File: src/hdl/rawds_pkg.sv
// Package: constants, types and helpers for the range-assign digit-sum core.
`default_nettype none
package rawds_pkg;

  localparam int unsigned MAX_LENGTH = 4096;
  localparam int unsigned POS_W      = 13;
  localparam int unsigned ADDR_W     = 12;
  localparam int unsigned DIGIT_W    = 4;
  localparam int unsigned VAL_W      = 30;
  localparam int unsigned WIDE_W     = 34;
  localparam logic [VAL_W-1:0] PRIME = 30'd998244353;
  localparam logic [DIGIT_W-1:0] RESET_DIGIT = 4'd1;
  localparam logic [DIGIT_W-1:0] MAX_DIGIT   = 4'd9;

  typedef enum logic [2:0] {
    ST_CLEAR,
    ST_IDLE,
    ST_SCAN,
    ST_DRAIN,
    ST_DONE
  } state_t;

  typedef struct packed {
    logic cnt_clr;
    logic cnt_inc;
    logic clr_wr;
    logic load;
    logic rd_en;
    logic acc_clr;
    logic out_load;
  } cmd_t;

  typedef struct packed {
    logic cnt_last;
    logic out_free;
  } sts_t;

  // acc*10 + digit, reduced mod PRIME (acc < PRIME)
  function automatic logic [VAL_W-1:0] horner_step(input logic [VAL_W-1:0] acc,
                                                    input logic [DIGIT_W-1:0] dig);
    logic [WIDE_W-1:0] x;
    logic [WIDE_W-1:0] kp;
    logic [VAL_W-1:0]  r;
    x = ({4'd0, acc} << 3) + ({4'd0, acc} << 1) + {30'd0, dig};
    r = x[VAL_W-1:0];
    for (int k = 0; k < 10; k++) begin
      kp = WIDE_W'(k) * {4'd0, PRIME};
      if (x >= kp) begin
        r = VAL_W'(x - kp);
      end
    end
    return r;
  endfunction

endpackage
`default_nettype wire

File: src/hdl/rawds_ctrl.sv
// Controller: clear pass, scan sequencing and result hand-off.
`default_nettype none
module rawds_ctrl
  import rawds_pkg::*;
(
  input  wire logic clk,
  input  wire logic rst_n,
  input  wire logic cfg_wr_en,
  input  wire logic in_valid,
  output logic      in_stall,
  input  wire sts_t sts,
  output cmd_t      cmd
);

  state_t state_r, state_nxt;

  always_ff @(posedge clk) begin
    if (!rst_n) begin
      state_r <= ST_CLEAR;
    end else begin
      state_r <= state_nxt;
    end
  end

  always_comb begin
    state_nxt = state_r;
    if (cfg_wr_en) begin
      state_nxt = ST_CLEAR;
    end else begin
      unique case (state_r)
        ST_CLEAR: if (sts.cnt_last) state_nxt = ST_IDLE;
        ST_IDLE:  if (in_valid) state_nxt = ST_SCAN;
        ST_SCAN:  if (sts.cnt_last) state_nxt = ST_DRAIN;
        ST_DRAIN: state_nxt = ST_DONE;
        ST_DONE:  if (sts.out_free) state_nxt = ST_IDLE;
        default:  state_nxt = ST_CLEAR;
      endcase
    end
  end

  always_comb begin
    cmd      = '0;
    in_stall = 1'b1;
    if (cfg_wr_en) begin
      cmd.cnt_clr = 1'b1;
    end else begin
      unique case (state_r)
        ST_CLEAR: begin
          cmd.clr_wr  = 1'b1;
          cmd.cnt_inc = 1'b1;
        end
        ST_IDLE: begin
          in_stall = 1'b0;
          if (in_valid) begin
            cmd.load    = 1'b1;
            cmd.cnt_clr = 1'b1;
            cmd.acc_clr = 1'b1;
          end
        end
        ST_SCAN: begin
          cmd.rd_en   = 1'b1;
          cmd.cnt_inc = 1'b1;
        end
        ST_DRAIN: begin
        end
        ST_DONE: begin
          cmd.out_load = sts.out_free;
        end
        default: begin
        end
      endcase
    end
  end

endmodule
`default_nettype wire

File: config.mk
export PLATFORM = sky130hd
export DESIGN_NAME = rawds_ctrl
export DESIGN_NICKNAME = d
export VERILOG_FILES = /design/src/hdl/rawds_pkg.sv /design/src/hdl/rawds_ctrl.sv
export SDC_FILE = /design/constraint.sdc
export NUM_CORES = 1
export LEC_CHECK = 0
export ABC_CLOCK_PERIOD_IN_PS = 1400
export BUFFER_PORTS_ARGS = -buffer_cell sky130_fd_sc_hd__buf_2
export CAP_MARGIN = 40
export CORE_AREA = 2 2 39 41
export CTS_BUF_LIST = sky130_fd_sc_hd__clkbuf_4 sky130_fd_sc_hd__clkbuf_8 sky130_fd_sc_hd__clkbuf_16
export CTS_CLUSTER_DIAMETER = 60
export DETAILED_ROUTE_END_ITERATION = 16
export DIE_AREA = 0 0 41 43
export SLEW_MARGIN = 30
export SYNTH_ARGS = -nofsm -noshare
export SYNTH_HDL_FRONTEND = slang
export SYNTH_SLANG_ARGS = --single-unit
File: constraint.sdc
create_clock -name clk -period 1.4 [get_ports clk]
set_input_delay 0.21 -clock clk [delete_from_list [all_inputs] [get_ports clk]]
set_output_delay 0.21 -clock clk [all_outputs]
set_load 0.1 [all_outputs]
Word-level counts from Yosys, hierarchy flattened
Index checks and enable logic that the tools add are counted.

Input bits: 6. Bits in registers: 3.

Bitwise operators: 1. Reductions and logical operators: 4. Eq/ne operators: 8. Muxes and demuxes: 15.

Operators with widths (number): 3-bit case mux with 5 select lines (1); 3-bit two-way mux (4); 1-bit two-way mux (9); 2-bit inequality test, second input constant (4); 3-bit by 2-bit equality test with 1-bit output, second input constant (2); 6-bit two-way mux (1); 4-bit AND reduction (1); 2-bit OR reduction (2); 3-bit by 1-bit equality test with 1-bit output, second input constant (1); 3-bit equality test, second input constant (1); 3-bit logical NOT (1); 1-bit inverter (1).

Depth between registers and ports, before layout
Gate-level depths: netlist of run 1.

Depth in word-level cells: 4. Gate-level depth with buffers: 4. Depth with buffers taken out: 2.

Worst setup path before layout of run 1
No wires, ideal clock.

Path kind: reg-to-output. From: reg state_r[2]. To: out cmd[2] (netlist bit). Arrival time: 3.508 ns. Cell stages (with the launch flop): 4. Setup slack: -2.318 ns. Buffers on the path: 1. Cells stage by stage: dfxtp_1 buf_2 nor3_1 and2_1.

RTL lines: from (decl) (line rawds_ctrl.sv:15) `state_t state_r, state_nxt;`; from (signal assigned) (line rawds_ctrl.sv:21) `state_r <= state_nxt;`; to (decl) (line rawds_ctrl.sv:12) `output cmd_t cmd`.

==> results by group, run 1 <==
Pwr
  – Peak supply drop: 0.0003422 V
  – Power Density: 717.8 mW/mm^2
  – Total power: 0.4069 mW
  – Static Leak: 0.2279 nW

Layout
  – Max reg flops: 3
  – Biggest register: state_r
  – Leading registers by flop count: state_r (3)
  – # diodes: 0
  – Share of cells above drive strength 1: 0.7551
  – Fin nets: 56
  – Synth-to-Final Area Change: 164.9%

Logic synthesis
  – Most used DFF post-synth: dfxtp_1
  – Most frequent cells after synthesis: 3 x dfxtp_1, 3 x or4b_1, 2 x nand2b_1, 2 x nand3b_1, 2 x nor3_1
  – Largest cells by area after synthesis: dfxtp_1 28%, or4b_1 14%, nand3b_1 7.0%, nand2b_1 5.8%, buf_6 5.3%
  – Synth top area share: 0.2807
  – Post-synthesis sequential area ratio: 0.2807
  – Area leader, netlist: dfxtp_1
  – Yosys warning total: 0
  – Async S/R FF share, synth: 0
  – Mapped Cells: 24
  – Post-synth EDFFs: 0
  – Syn nets: 30
  – Yosys cell types: 17
  – Cell Area, Synth: 214.0 um^2
  – Syn_area_per_cell: 8.915 um^2
  – Count of state elements after synthesis: 3

Clocking
  – H-Tree Depth: 1
  – Cts hold-fix bufs: 0
  – Max Root-Sink Buffers: 2
  – Worst-path clk slew: 40 ps
  – CTS Sinks: 3
  – TritonCTS clock tree: built
  – Cts bufs inserted: 3
  – Clock Latency Late Sink: 230 ps
  – CTS Root Buffer Type: clkbuf_4

Critical path
  – Crit start category: flip-flop
  – CP peak stage delay: 350 ps
  – Top cell by count, worst path: buf_6
  – WP data required: 1190 ps
  – Reg2reg setup slack: 70 ps
  – CP Capture Type: output pin
  – Arr. time, crit path: 1320 ps
  – WP buf/inv: 3
  – Critical path, cell by cell: buf_6 > buf_6 > nor3_4 > and2_4 > buf_12
  – Worst Reg-to-Reg Cells: 4
  – R2R Path End: state_r[2]
  – RR Startpoint: state_r[0]
  – WS Path Type: flip-flop to output pin
  – CP delay by family, top: buffers and inverters
  – CP max stage cell: dfxtp_4
  – Worst Path Max Fanout: 5

Floorplanning
  – Chip height: 43 um
  – IO Count: 14
  – Starting Density: 0.1546
  – Die W: 41 um
  – Die area: 0.001763 mm^2
  – Row cnt: 14
  – Core box area: 0.001384 mm^2

Worst hold path
  – Min-Delay Endpoint: state_r[2]
  – Hold path cells: 3
  – Hold Path Class: input port to flip-flop
  – Hold wc startpoint: sts[0]

Detailed routing
  – Wire per inst: 11.86 um
  – Final wirelength: 771 um
  – Routed via count: 277
  – Vias per cell: 4.262
  – Post-route ant nets: 0
  – Total iterations of the first detailed-routing run: 4
  – Iter 0 DRT Violations: 3
  – DRC errors left: 0

Global route
  – Vias in the first global route: 287
  – First-pass GRT wire length: 1297 um
  – Total gr overflow: 0
  – Initial antenna violation count: 0
  – Global router's overall resource usage: 0.1133
  – Pin count of the biggest net entering global routing: 8

STA
  – Final WS setup: -127.1 ps
  – Final Hold Fails: 0
  – Final setup TNS: -725.0 ps
  – Setup-failing EPs final: 8
  – Max-slew violations: 0
  – Min Tclk post-route: 1527 ps
  – Final Cycle Share: 1.091
  – Max-slew headroom: 0.8219
  – Final Skew: 1.269 ps
  – Worst-Margin Slew: 265.2 ps
  – Peak Freq: 654.8 MHz
  – RSZ-0062 raised after global routing: true

Outcome
  – Failing checks: setup timing
  – Status: finished, violations left

Placement
  – Final GP Congestion: 0.6320
  – # port buffers: 13
  – Place WS: 70.15 ps

Flow run
  – Max cap viols: 0
==> metrics by stage <==
stage / cells / cell area [um^2] / util / hold WS (ps)
detailed placement: 55 / 471.7 / 0.3409 / 507.9
finish: 65 / 566.8 / 0.4096 / 278.7
floorplan: 24 / 282.8 / - / 380.6
global placement: 55 / 471.7 / 0.3409 / 506.8
CTS: 63 / 548.0 / 0.3960 / 261.4
global route: 65 / 566.8 / 0.4096 / 299.2
==> worst register-to-register path: cells and delay by family (launching register included) <==
kind / cells / cell delay [ps]
AO/OA/AOI/OAI: 1 / 140
buffers and inverters: 2 / 260
flip-flops: 1 / 350
AND/OR/NAND/NOR: 1 / 520
==> routing by layer <==
layer  global-route usage  part of all wire  vias to the layer above
met5                    0                 0                        -
met4              0.08000                 0                        0
met3              0.04712             0.014                        0
met2               0.1656              0.58                        4
met1               0.1250              0.41                      130
li1                     -                 -                      143
==> kinds of logic (layout without fill, tap and decap cells) <==
kind of cell	after synthesis	after routing	share of synthesized area
AND/OR/NAND/NOR	14	14	0.4854
AO/OA/AOI/OAI	4	4	0.1228
flip-flops	3	3	0.2807
buffers and inverters	3	28	0.1111
==> worst max path at each step <==
| stage | startpoint | end | slack, ps | cells after the start |
|---|---|---|---|---|
| after detailed placement | state_r[1] | cmd[3] | 70 | 3 |
| final | state_r[0] | cmd[2] | -130 | 5 |
| after global routing | state_r[1] | cmd[3] | -180 | 3 |
| after floorplan | state_r[0] | cmd[3] | -550 | 4 |
| after CTS | state_r[1] | cmd[3] | -130 | 3 |
| after global placement | state_r[1] | cmd[3] | 80 | 3 |
==> power by group <==
group	switching [mW]	internal, mW	leakage (nW)
Combinational	0.0878	0.0602	0.184
Sequential	0.00258	0.0870	0.0255
Clock	0.0434	0.126	0.0184
Total	0.134	0.273	0.228
==> cell type report <==
| class | count | area, um^2 |
|---|---|---|
| Clock buffer | 4 | 30.03 |
| Multi-Input combinational cell | 18 | 181.4 |
| Sequential cell | 3 | 65.06 |
| Tap cell | 16 | 20.02 |
| Fill cell | 138 | 817.0 |
| Timing Repair Buffer | 24 | 270.3 |
==> layout by cell type (no fill, tap or decap), drive strengths merged, types with 2 or more instances in the layout <==
| cell | netlist | layout |
|---|---|---|
| or4b | 3 | 3 |
| nand3b | 2 | 2 |
| clkbuf | 0 | 4 |
| nand2b | 2 | 2 |
| dfxtp | 3 | 3 |
| buf | 3 | 24 |
| nor3 | 2 | 2 |
==> what timing repair did <==
item,in CTS,in global routing
pin swaps,5,5
setup endpoints to repair,8,9
gates resized for setup,5,1
setup buffers,4,2
hold endpoints to repair,0,0
Note: power is estimated with default switching activity, not from simulation.
==> inputs of run 2 (changes only) <==
--- a/config.mk
+++ b/config.mk
@@ -5,7 +5,8 @@
 export SDC_FILE = /design/constraint.sdc
 export NUM_CORES = 1
 export LEC_CHECK = 0
-export ABC_CLOCK_PERIOD_IN_PS = 1400
+export ABC_AREA = 0
+export ABC_CLOCK_PERIOD_IN_PS = 1600
 export BUFFER_PORTS_ARGS = -buffer_cell sky130_fd_sc_hd__buf_2
 export CAP_MARGIN = 40
 export CORE_AREA = 2 2 39 41
==> constraint.sdc (replaced) <==
create_clock -name clk -period 1.6 [get_ports clk]
set_input_delay 0.24 -clock clk [delete_from_list [all_inputs] [get_ports clk]]
set_output_delay 0.24 -clock clk [all_outputs]
set_load 0.1 [all_outputs]
==> run 2 against run 1 <==
  * The run now ends clean
  * Global-route usage is 0.78 points lower
  * Core utilization is 0.99 points lower
  * Power is 13% lower
  * Non-clock buffer count is 5 lower
  * Via count is 8.3% lower
  * Cell area is 2.4% lower
==> results by group, run 2 (synthesized netlist as in run 1, its figures left out) <==
Pwr
  – Internal power: 0.2355 mW (was 0.2732 mW)
  – Clock power frac: 0.425 (was 0.416)
  – Total power: 0.3537 mW (was 0.4069 mW)
  – Seq pwr share: 0.220 (about the same)
  – Static Leak: 0.2027 nW (was 0.2279 nW)
  – Combinational power share: 0.354 (was 0.364)
  – Peak supply drop: 0.0002650 V (was 0.0003422 V)
  – Sw Pwr: 0.1182 mW (was 0.1337 mW)
  – Sw Share: 0.3343 (was 0.3286)
  – Power Density: 639.5 mW/mm^2 (was 717.8 mW/mm^2)

Clocking
  – TritonCTS clock tree: built (unchanged)
  – Clock Latency Late Sink: 230 ps (about the same)
  – Cts hold-fix bufs: 0 (unchanged)
  – H-Tree Depth: 1 (unchanged)
  – Cts bufs inserted: 3 (unchanged)
  – CTS Sinks: 3 (unchanged)
  – CTS Root Buffer Type: clkbuf_4 (unchanged)
  – Worst-path clk slew: 40 ps (about the same)
  – Max Root-Sink Buffers: 2 (unchanged)

Worst hold path
  – Hold path cells: 3 (unchanged)
  – Hold Path Class: input port to flip-flop (unchanged)

Critical path
  – Worst Path Max Fanout: 4 (was 5)
  – CP max stage cell: or4b_1 (was dfxtp_4)
  – WP data required: 1360 ps (was 1190 ps)
  – CP Capture Type: output pin (unchanged)
  – Worst Reg-to-Reg Cells: 3 (was 4)
  – Arr. time, crit path: 1310 ps (was 1320 ps)
  – Crit start category: flip-flop (unchanged)
  – CP peak stage delay: 490 ps (was 350 ps)
  – Critical path, cell by cell: or4b_1 > buf_4 (was buf_6 > buf_6 > nor3_4 > and2_4 > buf_12)
  – WS Path Type: flip-flop to output pin (unchanged)

Detailed routing
  – Vias per cell: 4.233 (was 4.262)
  – Routed via count: 254 (was 277)
  – Iter 0 DRT Violations: 2 (was 3)
  – Post-route ant nets: 0 (unchanged)
  – Total iterations of the first detailed-routing run: 2 (was 4)
  – Final wirelength: 701 um (was 771 um)
  – Wire per inst: 11.68 um (was 11.86 um)
  – DRC errors left: 0 (unchanged)

STA
  – RSZ-0062 raised after global routing: true (unchanged)
  – Setup-failing EPs final: 0 (was 8)
  – Final WS setup: 53.57 ps (was -127.1 ps)
  – Final Hold Fails: 0 (unchanged)
  – Max-slew violations: 0 (unchanged)
  – Peak Freq: 646.7 MHz
  – Final Skew: 1.416 ps (was 1.269 ps)
  – Worst-Margin Slew: 275.4 ps (was 265.2 ps)
  – Max-slew headroom: 0.8151 (was 0.8219)
  – WHS: 307.8 ps (was 278.7 ps)
  – Min Tclk post-route: 1546 ps
  – Final Cycle Share: 0.9665
  – Final setup TNS: 0 ps (was -725.0 ps)

Layout
  – Max reg flops: 3 (unchanged)
  – Fin nets: 51 (was 56)
  – Most frequent cells in the layout: 8 x buf_12, 6 x buf_4, 5 x buf_2 (was 8 x buf_4, 7 x buf_12, 5 x buf_2)
  – Share of cells above drive strength 1: 0.7500 (was 0.7551)
  – Biggest register: state_r (unchanged)
  – # diodes: 0 (unchanged)
  – Leading registers by flop count: state_r (3) (unchanged)
  – Most common cell after layout, fill and taps aside: buf_12 (was buf_4)
  – Synth-to-Final Area Change: 158.5% (was 164.9%)

Placement
  – Detailed Place HPWL: 454.9 um
  – Final GP Congestion: 0.7388 (was 0.6320)
  – Place WS: 172.5 ps (was 70.15 ps)
  – # port buffers: 13 (unchanged)

Flow run
  – Max cap viols: 0 (unchanged)

Floorplanning
  – Row cnt: 14 (unchanged)
  – Die W: 41 um (unchanged)
  – Core box area: 0.001384 mm^2 (unchanged)
  – IO Count: 14 (unchanged)
  – Chip height: 43 um (unchanged)
  – Die area: 0.001763 mm^2 (unchanged)
  – Starting Density: 0.1546 (unchanged)

Global route
  – Pin count of the biggest net entering global routing: 11 (was 8)
  – Total gr overflow: 0 (unchanged)
  – First-pass GRT wire length: 1193 um (was 1297 um)
  – Initial antenna violation count: 0 (unchanged)
  – Global router's overall resource usage: 0.1055 (was 0.1133)
  – Vias in the first global route: 268 (was 287)

Outcome
  – Status: finished clean (was finished, violations left)
run 2: cell count changes in the layout (fill, tap and decap cells not counted), sizes merged:
cell	previous run	this run
buf	24	19
run 2: timing repair:
action	CTS	global route
resized for setup	3	2
setup buffers	4	1
pin swaps	2	2
endpoints found under the setup margin	3	4
run 2: final timing paths:
| check | from | endpoint | slack, ps |
|---|---|---|---|
| max reg2reg | state_r[2] | state_r[0] | 340 |
| min reg2reg | state_r[0] | state_r[2] | 550 |
| max | state_r[1] | in_stall | 50 |
| min | in_valid | state_r[0] | 310 |
run 2: power by group through the flow:
stage	Combinational [mW]	Sequential (mW)	Clock [mW]
after floorplan	0.0772	0.0793	0
after CTS	0.117	0.0786	0.157
after global placement	0.112	0.0829	0
final	0.125	0.0779	0.150
after global routing	0.130	0.0784	0.164
after detailed placement	0.112	0.0829	0
run 2: routing by layer:
layer	part of all wire	vias to the layer above	global-route usage
met4	0.027	0	0.1200
li1	-	130	-
met1	0.39	112	0.1226
met2	0.51	10	0.1344
met5	0	-	0
met3	0.066	2	0.03141
run 2: worst max-delay path, delay by kind of cell, from the launching register on:
family                 cells  cell delay [ps]
DFF                        1              340
and+or+nand+nor            1              490
buffers and inverters      1              240
run 2: cell type report:
| cell class | count | area [um^2] |
|---|---|---|
| sequential | 3 | 67.56 |
| fill | 134 | 830.8 |
| tap | 16 | 20.02 |
| clock buffer | 4 | 30.03 |
| multi-input combinational | 18 | 205.2 |
| timing repair buffer | 19 | 230.2 |
run 2: through the flow:
| stage | cells | area [um^2] | util |
|---|---|---|---|
| 5_1_grt | 60 | 553.0 | 0.3996 |
| 4_1_cts | 59 | 509.2 | 0.3680 |
| 6_report | 60 | 553.0 | 0.3996 |
| 2_1_floorplan | 24 | 280.3 | - |
| 3_3_place_gp | 51 | 441.7 | 0.3192 |
| 3_5_place_dp | 51 | 441.7 | 0.3192 |
